$ cat src/ptw_pkg.sv
// Shared types, codes and helpers for the page table walker.
`default_nettype none

package ptw_pkg;

  localparam int ADDR_W  = 52;
  localparam int VA_W    = 48;
  localparam int PTE_W   = 64;
  localparam int FRAME_W = 40;

  // input item kind
  localparam logic ITEM_XLATE = 1'b0;
  localparam logic ITEM_RESP  = 1'b1;

  // result kind
  localparam logic RK_READ = 1'b0;
  localparam logic RK_DONE = 1'b1;

  // status codes
  localparam logic [1:0] ST_OK          = 2'd0;
  localparam logic [1:0] ST_NOT_PRESENT = 2'd1;
  localparam logic [1:0] ST_PROTO_ERR   = 2'd2;

  // page size codes
  localparam logic [1:0] PS_4K = 2'd0;
  localparam logic [1:0] PS_2M = 2'd1;
  localparam logic [1:0] PS_1G = 2'd2;

  // table levels
  localparam logic [1:0] LVL_PML4 = 2'd0;
  localparam logic [1:0] LVL_PDPT = 2'd1;
  localparam logic [1:0] LVL_PD   = 2'd2;
  localparam logic [1:0] LVL_PT   = 2'd3;

  localparam int PTE_PRESENT_BIT = 0;
  localparam int PTE_HUGE_BIT    = 7;

  // Queue entry: a request keeps its vaddr in the low bits of payload,
  // a response keeps the whole entry.
  typedef struct packed {
    logic             kind;
    logic [PTE_W-1:0] payload;
  } q_item_t;

  function automatic logic [8:0] level_index(input logic [VA_W-1:0] va,
                                             input logic [1:0] lvl);
    logic [8:0] idx;
    begin
      unique case (lvl)
        LVL_PML4: idx = va[47:39];
        LVL_PDPT: idx = va[38:30];
        LVL_PD:   idx = va[29:21];
        LVL_PT:   idx = va[20:12];
        default:  idx = va[47:39];
      endcase
      return idx;
    end
  endfunction

endpackage

`default_nettype wire

$ cat src/page_table_walk_translate_core.sv
// Top level of the four-level page table walker: config register, front end, back end.
//
//  channel | direction | handshake            | payload
//  --------+-----------+----------------------+-----------------------------------------
//  in_     | input     | in_valid / in_stall  | in_kind, in_virt_addr, in_mem_data
//  out_    | output    | out_valid / out_stall| out_result_kind, out_read_addr,
//          |           |                      | out_phys_addr, out_status, out_page_size
//  cfg_    | input     | cfg_wr_en            | cfg_wr_data (root_frame)
//
// One beat in gives one beat out. Sustained rate is one beat per cycle while
// out_stall is low; an input beat passes through a queue entry before the
// result register, and the single back-end decode step sets that rate.
// Reset is synchronous and active low; it clears the queue, the walk state,
// the result valid and root_frame. in_stall rises only when the two-entry
// queue is full, so a held out_stall stalls the input once the result
// register and both queue entries hold beats.
`default_nettype none

module page_table_walk_translate_core
  import ptw_pkg::*;
#(
  parameter int PHYS_ADDR_BITS = 52
) (
  input  wire logic                clk,
  input  wire logic                rst_n,
  // input channel
  input  wire logic                in_valid,
  output logic                     in_stall,
  input  wire logic                in_kind,
  input  wire logic [VA_W-1:0]     in_virt_addr,
  input  wire logic [PTE_W-1:0]    in_mem_data,
  // result channel
  output logic                     out_valid,
  input  wire logic                out_stall,
  output logic                     out_result_kind,
  output logic [ADDR_W-1:0]        out_read_addr,
  output logic [ADDR_W-1:0]        out_phys_addr,
  output logic [1:0]               out_status,
  output logic [1:0]               out_page_size,
  // configuration
  input  wire logic                cfg_wr_en,
  input  wire logic [FRAME_W-1:0]  cfg_wr_data
);

  // PML4 base frame (CR3-like); the user must write it only while idle; the block does not enforce this
  logic [FRAME_W-1:0] root_frame_r, root_frame_nxt;

  // front -> back queue head
  logic    head_valid;
  q_item_t head_item;
  logic    head_pop;

  assign root_frame_nxt = cfg_wr_en ? cfg_wr_data : root_frame_r;

  always_ff @(posedge clk) begin
    if (!rst_n) begin
      root_frame_r <= '0;
    end else begin
      root_frame_r <= root_frame_nxt;
    end
  end

  // front: takes beats, keeps only the field the kind needs
  ptw_front u_front (
    .clk          (clk),
    .rst_n        (rst_n),
    .in_valid     (in_valid),
    .in_stall     (in_stall),
    .in_kind      (in_kind),
    .in_virt_addr (in_virt_addr),
    .in_mem_data  (in_mem_data),
    .head_valid   (head_valid),
    .head_item    (head_item),
    .head_pop     (head_pop)
  );

  // back: one table level per beat, result held in an output register
  ptw_back #(
    .PHYS_ADDR_BITS (PHYS_ADDR_BITS)
  ) u_back (
    .clk             (clk),
    .rst_n           (rst_n),
    .root_frame      (root_frame_r),
    .head_valid      (head_valid),
    .head_item       (head_item),
    .head_pop        (head_pop),
    .out_valid       (out_valid),
    .out_stall       (out_stall),
    .out_result_kind (out_result_kind),
    .out_read_addr   (out_read_addr),
    .out_phys_addr   (out_phys_addr),
    .out_status      (out_status),
    .out_page_size   (out_page_size)
  );

endmodule

`default_nettype wire

$ cat src/ptw_front.sv
// Front end: accepts input beats, folds them into queue entries, two-deep queue.
`default_nettype none

module ptw_front
  import ptw_pkg::*;
(
  input  wire logic              clk,
  input  wire logic              rst_n,
  input  wire logic              in_valid,
  output logic                   in_stall,
  input  wire logic              in_kind,
  input  wire logic [VA_W-1:0]   in_virt_addr,
  input  wire logic [PTE_W-1:0]  in_mem_data,
  output logic                   head_valid,
  output q_item_t                head_item,
  input  wire logic              head_pop
);

  q_item_t    q_r [2];
  logic       wr_ptr_r, wr_ptr_nxt;
  logic       rd_ptr_r, rd_ptr_nxt;
  logic [1:0] count_r, count_nxt;
  logic       push;
  q_item_t    push_item;

  assign in_stall   = (count_r == 2'd2);
  assign push       = in_valid && !in_stall;
  assign head_valid = (count_r != 2'd0);
  assign head_item  = q_r[rd_ptr_r];

  // classify: keep only the field the kind uses
  always_comb begin
    push_item.kind = in_kind;
    if (in_kind == ITEM_XLATE) begin
      push_item.payload = {{(PTE_W-VA_W){1'b0}}, in_virt_addr};
    end else begin
      push_item.payload = in_mem_data;
    end
  end

  always_comb begin
    wr_ptr_nxt = wr_ptr_r ^ push;
    rd_ptr_nxt = rd_ptr_r ^ head_pop;
    count_nxt  = count_r + {1'b0, push} - {1'b0, head_pop};
  end

  always_ff @(posedge clk) begin
    if (!rst_n) begin
      wr_ptr_r <= 1'b0;
      rd_ptr_r <= 1'b0;
      count_r  <= 2'd0;
    end else begin
      wr_ptr_r <= wr_ptr_nxt;
      rd_ptr_r <= rd_ptr_nxt;
      count_r  <= count_nxt;
    end
  end

  always_ff @(posedge clk) begin
    if (push) begin
      q_r[wr_ptr_r] <= push_item;
    end
  end

  a_count_range: assert property (@(posedge clk) disable iff (!rst_n)
    count_r != 2'd3)
    else $error("queue count out of range");

  a_ptr_parity: assert property (@(posedge clk) disable iff (!rst_n)
    (wr_ptr_r ^ rd_ptr_r) == count_r[0])
    else $error("queue pointers disagree with count");

endmodule

`default_nettype wire

$ cat src/ptw_back.sv
// Back end: walk state, per-level decode and the result register.
`default_nettype none

module ptw_back
  import ptw_pkg::*;
#(
  parameter int PHYS_ADDR_BITS = 52
) (
  input  wire logic                clk,
  input  wire logic                rst_n,
  input  wire logic [FRAME_W-1:0]  root_frame,
  input  wire logic                head_valid,
  input  wire q_item_t             head_item,
  output logic                     head_pop,
  output logic                     out_valid,
  input  wire logic                out_stall,
  output logic                     out_result_kind,
  output logic [ADDR_W-1:0]        out_read_addr,
  output logic [ADDR_W-1:0]        out_phys_addr,
  output logic [1:0]               out_status,
  output logic [1:0]               out_page_size
);

  localparam logic [ADDR_W-1:0] PA_MASK =
    (ADDR_W'(1) << PHYS_ADDR_BITS) - ADDR_W'(1);

  logic              walk_active_r, walk_active_nxt;
  logic [1:0]        walk_level_r, walk_level_nxt;
  logic [VA_W-1:0]   held_vaddr_r, held_vaddr_nxt;

  logic              out_valid_r, out_valid_nxt;
  logic              out_result_kind_r, out_result_kind_nxt;
  logic [ADDR_W-1:0] out_read_addr_r, out_read_addr_nxt;
  logic [ADDR_W-1:0] out_phys_addr_r, out_phys_addr_nxt;
  logic [1:0]        out_status_r, out_status_nxt;
  logic [1:0]        out_page_size_r, out_page_size_nxt;

  logic [PTE_W-1:0]  pte;
  logic [VA_W-1:0]   req_va;
  logic [1:0]        lvl_up;
  logic              present, huge;

  // result slot frees when empty or being taken this cycle
  assign head_pop = head_valid && (!out_valid_r || !out_stall);

  assign pte     = head_item.payload;
  assign req_va  = head_item.payload[VA_W-1:0];
  assign lvl_up  = walk_level_r + 2'd1;
  assign present = pte[PTE_PRESENT_BIT];
  assign huge    = pte[PTE_HUGE_BIT];

  always_comb begin
    walk_active_nxt     = walk_active_r;
    walk_level_nxt      = walk_level_r;
    held_vaddr_nxt      = held_vaddr_r;
    out_valid_nxt       = out_valid_r && out_stall;
    out_result_kind_nxt = RK_DONE;
    out_read_addr_nxt   = '0;
    out_phys_addr_nxt   = '0;
    out_status_nxt      = ST_OK;
    out_page_size_nxt   = PS_4K;
    if (head_pop) begin
      out_valid_nxt = 1'b1;
      if (head_item.kind == ITEM_XLATE) begin
        if (walk_active_r) begin
          out_status_nxt = ST_PROTO_ERR;
        end else begin
          held_vaddr_nxt      = req_va;
          walk_level_nxt      = LVL_PML4;
          walk_active_nxt     = 1'b1;
          out_result_kind_nxt = RK_READ;
          out_read_addr_nxt   =
            {root_frame, level_index(req_va, LVL_PML4), 3'b000} & PA_MASK;
        end
      end else if (!walk_active_r) begin
        out_status_nxt = ST_PROTO_ERR;
      end else if (!present) begin
        walk_active_nxt = 1'b0;
        walk_level_nxt  = LVL_PML4;
        out_status_nxt  = ST_NOT_PRESENT;
      end else if (walk_level_r == LVL_PDPT && huge) begin
        walk_active_nxt   = 1'b0;
        walk_level_nxt    = LVL_PML4;
        out_phys_addr_nxt = {pte[51:30], held_vaddr_r[29:0]} & PA_MASK;
        out_page_size_nxt = PS_1G;
      end else if (walk_level_r == LVL_PD && huge) begin
        walk_active_nxt   = 1'b0;
        walk_level_nxt    = LVL_PML4;
        out_phys_addr_nxt = {pte[51:21], held_vaddr_r[20:0]} & PA_MASK;
        out_page_size_nxt = PS_2M;
      end else if (walk_level_r == LVL_PT) begin
        walk_active_nxt   = 1'b0;
        walk_level_nxt    = LVL_PML4;
        out_phys_addr_nxt = {pte[51:12], held_vaddr_r[11:0]} & PA_MASK;
        out_page_size_nxt = PS_4K;
      end else begin
        // descend; huge bit in a PML4 entry is ignored
        walk_level_nxt      = lvl_up;
        out_result_kind_nxt = RK_READ;
        out_read_addr_nxt   =
          {pte[51:12], level_index(held_vaddr_r, lvl_up), 3'b000} & PA_MASK;
      end
    end
  end

  always_ff @(posedge clk) begin
    if (!rst_n) begin
      walk_active_r <= 1'b0;
      walk_level_r  <= LVL_PML4;
      held_vaddr_r  <= '0;
      out_valid_r   <= 1'b0;
    end else begin
      walk_active_r <= walk_active_nxt;
      walk_level_r  <= walk_level_nxt;
      held_vaddr_r  <= held_vaddr_nxt;
      out_valid_r   <= out_valid_nxt;
    end
  end

  always_ff @(posedge clk) begin
    if (head_pop) begin
      out_result_kind_r <= out_result_kind_nxt;
      out_read_addr_r   <= out_read_addr_nxt;
      out_phys_addr_r   <= out_phys_addr_nxt;
      out_status_r      <= out_status_nxt;
      out_page_size_r   <= out_page_size_nxt;
    end
  end

  assign out_valid       = out_valid_r;
  assign out_result_kind = out_result_kind_r;
  assign out_read_addr   = out_read_addr_r;
  assign out_phys_addr   = out_phys_addr_r;
  assign out_status      = out_status_r;
  assign out_page_size   = out_page_size_r;

  a_idle_level: assert property (@(posedge clk) disable iff (!rst_n)
    !walk_active_r |-> walk_level_r == LVL_PML4)
    else $error("level nonzero while idle");

  a_read_means_walking: assert property (@(posedge clk) disable iff (!rst_n)
    (out_valid_r && out_result_kind_r == RK_READ) |-> walk_active_r)
    else $error("read beat pending with no walk in progress");

  a_fault_no_pa: assert property (@(posedge clk) disable iff (!rst_n)
    (out_valid_r && out_status_r != ST_OK) |-> out_phys_addr_r == '0)
    else $error("fault beat carries a physical address");

endmodule

`default_nettype wire
$ cat config.mk
export PLATFORM = sky130hd
export DESIGN_NAME = page_table_walk_translate_core
export DESIGN_NICKNAME = d
export VERILOG_FILES = /design/src/ptw_pkg.sv /design/src/page_table_walk_translate_core.sv /design/src/ptw_front.sv /design/src/ptw_back.sv
export SDC_FILE = /design/constraint.sdc
export NUM_CORES = 1
export LEC_CHECK = 0
export BUFFER_PORTS_ARGS = -buffer_cell sky130_fd_sc_hd__buf_2
export CORE_MARGIN = 5
export CORE_UTILIZATION = 31
export DETAILED_ROUTE_END_ITERATION = 8
export PLACE_DENSITY_LB_ADDON = 0.08
export SYNTH_ARGS = -nofsm -noshare
export SYNTH_HDL_FRONTEND = slang
export SYNTH_SLANG_ARGS = --single-unit
$ cat constraint.sdc
create_clock -name clk -period 3.7 [get_ports clk]
set_clock_uncertainty 0.05 [all_clocks]
set_input_delay 0.555 -clock clk [delete_from_list [all_inputs] [get_ports clk]]
set_output_delay 0.555 -clock clk [all_outputs]
set_load 0.05 [all_outputs]
==> results of run 1 <==
## synth_stat cells (2+ instances only)
library cell,count
edfxtp_1,212
nand2_1,91
dfxtp_1,88
nor2_1,76
mux2_2,70
mux2i_1,69
clkbuf_1,48
nor2b_1,45
and2_1,27
o22ai_1,23
a21oi_1,21
o211a_1,21
a32o_1,20
nand3_1,20
nor3b_1,19
buf_2,14
ha_1,10
a222oi_1,9
o31ai_1,9
or3_1,9
inv_1,8
buf_4,7
buf_1,4
xnor2_1,3
a21o_1,2
buf_6,2
o21ai_0,2
## through the flow
stage	cell area [sq um]	utilization
after floorplan	12500	-
after global placement	14300	0.360
after detailed placement	14300	0.360
after CTS	15400	0.388
after global routing	15400	0.388
final	15400	0.388
## worst paths after layout
path	end	slack (ps)	cells after the start
worst max register to register	u_back.out_read_addr[7]	1100	6
worst max-delay path	u_back.out_read_addr[7]	1100	6
worst min-delay path	root_frame_r[5]	230	3
worst min register to register	u_back.held_vaddr_r[4]	440	1
## registers in the layout (all words and copies together), names as in the netlist, named ones only
register / cells
u_back.out_result_kind: 1
u_front.q_r: 106
u_back.out_page_size: 2
u_back.out_status: 2
u_front.rd_ptr_r: 1
root_frame_r: 40
u_back.walk_active_r: 1
u_front.count_r: 2
u_back.held_vaddr_r: 39
u_back.out_valid: 1
u_back.walk_level_r: 2
u_back.out_read_addr: 49
u_front.wr_ptr_r: 1
u_back.out_phys_addr: 52
## layout by cell type (no fill, tap or decap), types with 2 or more instances in the layout
cell       instances
a21o_1             2
a21oi_1           21
a222oi_1           9
a32o_1            20
and2_1            26
buf_2            253
buf_4             23
clkbuf_1          15
clkbuf_16         39
clkinv_1           7
clkinv_2           4
conb_1             3
dfxtp_1           85
dfxtp_2            2
edfxtp_1         212
ha_1               8
ha_4               2
inv_1              7
inv_6              2
mux2_2            70
mux2i_1           69
nand2_1           91
nand3_1           20
nor2_1            76
nor2b_1           45
nor3b_1           19
o211a_1           21
o21ai_1            2
o22ai_1           23
o31ai_1            9
or3_1              9
xnor2_1            3
## kinds of logic after synthesis
family	Yosys count	share of synthesized area
compound gates	113	0.0716
xor+xnor	3	0.00211
fa+ha+maj	10	0.0100
buf+inv	84	0.0300
flops	300	0.652
mux	141	0.121
other cells	1	0.000301
simple gates	292	0.113
## worst max-delay path, cell delays in order (launching register included)
cell,delay [ps]
dfxtp_4,560
buf_4,450
buf_4,380
a32o_1,270
nand3_1,90
buf_4,270
o31ai_1,310
## metal layers
metal	routed length, um	global-route usage
met5	0	0
met4	618	0.0355
met3	1930	0.0366
met2	16000	0.235
met1	17400	0.232
## power groups by stage
stage                     registers (W)  clock network (W)  logic, W
after floorplan                 0.00666                  0   0.00159
after global placement          0.00516                  0   0.00454
after detailed placement        0.00516                  0   0.00455
after CTS                       0.00511            0.00352   0.00456
after global routing            0.00517            0.00365   0.00478
final                           0.00509            0.00340   0.00447
## area by class of cell
type,instances,area [sq um],area share
Tap cell,525,657,0.0426
Sequential cell,300,8130,0.527
Clock buffer,54,1030,0.0669
Inverter,9,37.5,0.00243
Antenna cell,1,2.50,0.000162
Multi-Input combinational cell,562,4010,0.260
Clock inverter,14,93.8,0.00608
Timing Repair Buffer,277,1460,0.0946
==> impl_metrics.json, run 1 <==
{
  "status": "completed",
  "crit_path_start_kind": "flop",
  "fmax_ghz": 0.385,
  "start_util": 0.314,
  "synth_area_per_cell_sq_um": 13.2,
  "cts_resized": 0,
  "final.setup.tns_ps": 0,
  "clkLatencyLatePin_ps": 540,
  "drc": 0,
  "fin_nets": 1355,
  "cp.arrival_ps": 2890,
  "p_clk_frac": 0.263,
  "gp_congestion": 0.763,
  "clock_sink_count": 300,
  "critPathRequiredTime_ps": 3990,
  "synthDistinctLibCells": 42,
  "synthesis.area_sq_um": 12500,
  "power_switching_w": 0.00519,
  "io_buffers": 253,
  "die-area_sq_um": 44300,
  "synth_edf_count": 212,
  "grt_usage": 0.157,
  "grt_pass1_vias": 8056,
  "p_int_w": 0.00777,
  "cts_made_buffers": 37,
  "place_ws_ps": 1080,
  "area_growth_pct": 23.7,
  "drv_slew": 0,
  "dpl.cell_count": 1673,
  "clock-root-buffer": "clkbuf_16",
  "finalHoldViolations": 0,
  "grt_pass1_wl_mm": 52.3,
  "tightestPinTransition_ps": 1110,
  "maxCapViolCount": 0,
  "cts_tree": "done",
  "synth_top_cell_area_share": 0.510,
  "p_seq_frac": 0.392,
  "hp-start": "cfg_wr_data[5]",
  "rows": 73,
  "core-area_sq_um": 39700,
  "clockBufferDepth": 3,
  "grt_start_max_net_pins": 76,
  "fill_cells": 3929,
  "firstDrtPassIters": 6,
  "p_sw_frac": 0.401,
  "timing.hold.ws_ps": 227,
  "setup_viol": 0,
  "timing.final.ws_setup_ps": 1100,
  "via_count": 8227,
  "rsz0062_at_grt": "no",
  "grt_overflow_total": 0,
  "relSlewSlack": 0.258,
  "ys_seq_elements": 300,
  "wl_per_cell_um": 20.6,
  "period_share": 0.701,
  "synth_area_leaders": "edfxtp_1, dfxtp_1, mux2_2",
  "fp.dieW_um": 211,
  "p_leak_nw": 6.04,
  "synthCells": 944,
  "clk_pin_slew_ps": 60,
  "p_per_area_nw_per_um2": 840,
  "critPathKind": "reg -> reg",
  "post_cts_buffers": 0,
  "total_power_w": 0.0130,
  "async_reset_ff_frac": 0,
  "cp_max_fo": 31,
  "drive_gt1_frac": 0.335,
  "min_period_ps": 2600,
  "combPwrFrac": 0.345,
  "vdd_drop_max_v": 0.000272,
  "antenna_found_initial": 0,
  "htree_num_levels": 2,
  "die_y_um": 211,
  "yosysSeqAreaShare": 0.652,
  "min_path_type": "in -> reg",
  "dp_hpwl_mm": 24.2,
  "cts-hold-fix-buffers": 0,
  "drtIter0Drc": 509,
  "yosysTopAreaCell": "edfxtp_1",
  "end_kind": "flop",
  "final_antenna_net_count": 0,
  "wirelength_mm": 35.9,
  "synth_warnings": 0,
  "fin_cells": 1742,
  "boundaryPins": 269,
  "post_drt_via_cell_ratio": 4.72,
  "ys.flop_type": "edfxtp_1"
}
Note: power is estimated with default switching activity, not from simulation.
==> inputs of run 2 (changes only) <==
clock period = 2.5 ns   (was 3.7 ns; I/O delays follow)
==> impl_metrics.json, run 2 (synthesis results as in run 1) <==
{
  "boundaryPins": 269,
  "power_switching_w": 0.00765,
  "diodes": 0,
  "crit_top_cell": "buf_4",
  "gp_congestion": 0.747,
  "cp_cell_sequence": "mux2i_4, buf_4, inv_2, nand3_1, buf_4, o22ai_1",
  "combPwrFrac": 0.353,
  "clock-root-buffer": "clkbuf_16",
  "grt_usage": 0.158,
  "tightestPinTransition_ps": 802,
  "die-area_sq_um": 44300,
  "p_leak_nw": 6.12,
  "slowest_delay_ps": 540,
  "maxCapViolCount": 0,
  "relSlewSlack": 0.465,
  "drive_gt1_frac": 0.346,
  "crit_path_start_kind": "flop",
  "critPathKind": "reg -> reg",
  "setup_viol": 0,
  "fin_nets": 1371,
  "critPathRequiredTime_ps": 2690,
  "p_int_w": 0.0115,
  "area_growth_pct": 25.1,
  "fin_util": 0.393,
  "rows": 73,
  "final_common_cell": "buf_2",
  "io_buffers": 253,
  "min_path_type": "in -> reg",
  "fp.dieW_um": 211,
  "grt_pass1_vias": 8286,
  "cts_tree": "done",
  "via_count": 8178,
  "core-area_sq_um": 39700,
  "drtIter0Drc": 549,
  "drv_slew": 0,
  "status": "completed",
  "die_y_um": 211,
  "total_power_w": 0.0192,
  "cts_made_buffers": 36,
  "finalHoldViolations": 0,
  "htree_num_levels": 2,
  "end_kind": "flop",
  "cts-hold-fix-buffers": 0,
  "final_antenna_net_count": 0,
  "drt-met1-wl_mm": 17.6,
  "grt_pass1_wl_mm": 53.2,
  "period_share": 0.895,
  "clockBufferDepth": 3,
  "min_period_ps": 2240,
  "regMostFlops": "u_front.q_r",
  "clk_pin_slew_ps": 60,
  "dp_hpwl_mm": 24.3,
  "vdd_drop_max_v": 0.000668,
  "largest_register_ffs": 106,
  "antenna_found_initial": 0,
  "wl_per_cell_um": 20.6,
  "p_sw_frac": 0.399,
  "wirelength_mm": 36.2,
  "p_seq_frac": 0.393,
  "rsz0062_at_grt": "no",
  "clkLatencyLatePin_ps": 530,
  "cts_resized": 0,
  "post_drt_via_cell_ratio": 4.66,
  "p_per_area_nw_per_um2": 1230,
  "grt_overflow_total": 0,
  "wl_met2_mm": 16.1,
  "grt_start_max_net_pins": 78,
  "route.met3.wl_mm": 2.01,
  "cp_max_fo": 31,
  "clock_sink_count": 300,
  "fmax_ghz": 0.447,
  "post_cts_buffers": 0,
  "slowest_stage": "dfxtp_4",
  "cp.arrival_ps": 2430,
  "firstDrtPassIters": 5,
  "start_util": 0.314,
  "drc": 0,
  "fill_cells": 3901,
  "top_layer": "met4",
  "p_clk_frac": 0.254,
  "layout_common_cells": "buf_2, edfxtp_1, nand2_1"
}
run 2: routing by layer:
metal,vias up,global-route usage
li1,3966,-
met1,3960,0.236
met2,218,0.238
met3,34,0.0313
met4,0,0.0369
met5,-,0
run 2: power by group through the flow:
stage | clock (W) | combinational [W] | sequential, W
global route | 0.00527 | 0.00722 | 0.00766
finish | 0.00487 | 0.00676 | 0.00753
global placement | 0 | 0.00686 | 0.00765
floorplan | 0 | 0.00243 | 0.00985
detailed placement | 0 | 0.00687 | 0.00765
CTS | 0.00505 | 0.00690 | 0.00756
run 2: worst max-delay path, delay by kind of cell, from the launching register on:
| kind | cells | cell delay, ps |
|---|---|---|
| multiplexers | 1 | 300 |
| AND/OR/NAND/NOR | 1 | 100 |
| buffers and inverters | 3 | 770 |
| AO/OA/AOI/OAI | 1 | 150 |
| flip-flops | 1 | 540 |
run 2: worst paths after layout:
| check | from | to | slack [ps] | cells past startpoint |
|---|---|---|---|---|
| setup / recovery | flop | u_back.out_read_addr[18] | 260 | 6 |
| hold / removal | cfg_wr_data[35] | root_frame_r[35] | 50 | 3 |
| setup reg to reg | flop | u_back.out_read_addr[18] | 260 | 6 |
| hold reg to reg | u_back.held_vaddr_r[1] | u_back.held_vaddr_r[1] | 440 | 1 |
run 2: layout make-up:
class | count | area [sq um] | share of cell area
sequential | 300 | 8140 | 0.522
multi-input combinational | 562 | 4020 | 0.258
timing repair buffer | 294 | 1660 | 0.107
clock buffer | 53 | 996 | 0.0639
tap | 525 | 657 | 0.0421
clock inverter | 12 | 90.1 | 0.00578
inverter | 9 | 37.5 | 0.00241
run 2: per-stage QoR:
step,setup TNS [ps],instances,hold slack (ps),area (sq um),setup slack [ps]
after global routing,0,1755,45.0,15600,109
after detailed placement,0,1690,430,14500,239
final,0,1755,51.2,15600,263
after CTS,0,1755,29.9,15600,231
after global placement,0,1690,421,14500,220
after floorplan,-44080,946,414,12600,-927
==> inputs of run 3 (changes only) <==
==> constraint.sdc (replaced) <==
create_clock -name clk -period 2.5 [get_ports clk]
set_clock_uncertainty 0.05 [all_clocks]
set_input_delay 0.5 -clock clk [delete_from_list [all_inputs] [get_ports clk]]
set_output_delay 0.5 -clock clk [all_outputs]
set_load 0.05 [all_outputs]
==> impl_metrics.json, run 3 (synthesis results as in run 1) <==
{
  "drive_gt1_frac": 0.349,
  "layout_common_cells": "buf_2, edfxtp_1, nand2_1",
  "clk_pin_slew_ps": 60,
  "area_growth_pct": 25.6,
  "top_layer": "met4",
  "min_period_ps": 2150,
  "path_buf_inv": 1,
  "drtIter0Drc": 439,
  "clock_sink_count": 300,
  "fin_nets": 1371,
  "wl_per_cell_um": 20.7,
  "cts_tree": "done",
  "drt-met1-wl_mm": 17.6,
  "p_per_area_nw_per_um2": 1240,
  "critPathKind": "reg -> reg",
  "timing.reg2reg.setup_slack_ps": 350,
  "antenna_found_initial": 0,
  "fill_cells": 3887,
  "fmax_ghz": 0.465,
  "final_common_cell": "buf_2",
  "gp_congestion": 0.763,
  "dp_hpwl_mm": 25.0,
  "rows": 73,
  "clockBufferDepth": 3,
  "drv_slew": 0,
  "grt_pass1_vias": 8409,
  "finalHoldViolations": 0,
  "cp.arrival_ps": 2500,
  "vdd_drop_max_v": 0.000617,
  "clock-root-buffer": "clkbuf_16",
  "cts-hold-fix-buffers": 0,
  "post_cts_buffers": 0,
  "status": "completed",
  "die-area_sq_um": 44300,
  "period_share": 0.860,
  "die_y_um": 211,
  "p_leak_nw": 6.16,
  "cp_max_fo": 16,
  "slowest_stage": "a21oi_2",
  "fin_cells": 1756,
  "crit_family": "compound AO/OA/AOI/OAI gates",
  "end_kind": "flop",
  "crit_path_start_kind": "flop",
  "route.met3.wl_mm": 2.08,
  "firstDrtPassIters": 5,
  "slowest_delay_ps": 610,
  "wl_met2_mm": 15.8,
  "ff_latch_area_sq_um": 8140,
  "clkLatencyLatePin_ps": 540,
  "cts_resized": 0,
  "critPathRequiredTime_ps": 2850,
  "cts_made_buffers": 36,
  "grt_pass1_wl_mm": 53.4,
  "maxCapViolCount": 0,
  "rsz0062_at_grt": "no",
  "dpl.cell_count": 1690,
  "final_antenna_net_count": 0,
  "grt_start_max_net_pins": 65,
  "largest_register_ffs": 106,
  "boundaryPins": 269,
  "core-area_sq_um": 39700,
  "final.setup.tns_ps": 0,
  "setup_viol": 0,
  "tightestPinTransition_ps": 737,
  "relSlewSlack": 0.508,
  "multi_input_area_sq_um": 4020,
  "grt_usage": 0.159,
  "regMostFlops": "u_front.q_r",
  "io_buffers": 253,
  "min_path_type": "in -> reg",
  "start_util": 0.314,
  "htree_num_levels": 2,
  "timing.hold.ws_ps": 176,
  "grt_overflow_total": 0,
  "wirelength_mm": 36.3,
  "drc": 0,
  "via_count": 8261,
  "post_drt_via_cell_ratio": 4.70,
  "cp_cell_sequence": "inv_1, ha_1, o21ai_1, a21oi_2, and2_1",
  "fp.dieW_um": 211
}
[run 3: per-stage QoR]
stage	util	setup slack, ps	instance area (sq um)	power, W
finish	0.394	351	15700	0.0194
global route	0.394	128	15700	0.0203
CTS	0.394	272	15700	0.0197
detailed placement	0.366	253	14500	0.0145
global placement	0.366	291	14500	0.0145
floorplan	-	-954	12600	0.0123
[run 3: worst min-delay path, cell delays in order]
cell     delay, ps
buf_2           80
mux2i_1         50
nor2b_1         90
[run 3: final cells by class]
class,count,area share
Timing Repair Buffer,294,0.108
Antenna cell,1,0.000160
Tap cell,525,0.0419
Clock inverter,17,0.00879
Multi-Input combinational cell,562,0.257
Sequential cell,300,0.519
Inverter,9,0.00240
Clock buffer,48,0.0630
[run 3: final timing paths]
| check | start | endpoint | depth (start not counted) |
|---|---|---|---|
| worst max register to register | u_back.walk_level_r[0] | u_back.out_phys_addr[10] | 5 |
| worst min register to register | u_back.held_vaddr_r[1] | u_back.held_vaddr_r[1] | 1 |
| worst min-delay path | cfg_wr_data[25] | root_frame_r[25] | 3 |
| worst max-delay path | u_back.walk_level_r[0] | u_back.out_phys_addr[10] | 5 |
[run 3: where the power goes]
group | leakage (nW) | switching [W] | internal, W
Sequential | 2.77 | 0.000581 | 0.00692
Clock | 0.553 | 0.00205 | 0.00299
Combinational | 2.84 | 0.00510 | 0.00175
Total | 6.16 | 0.00773 | 0.0116
[run 3: metal layers]
metal  up-vias  global-route usage
li1       3973                   -
met1      3993               0.234
met2       244               0.234
met3        51              0.0338
met4         0              0.0505
met5         -                   0
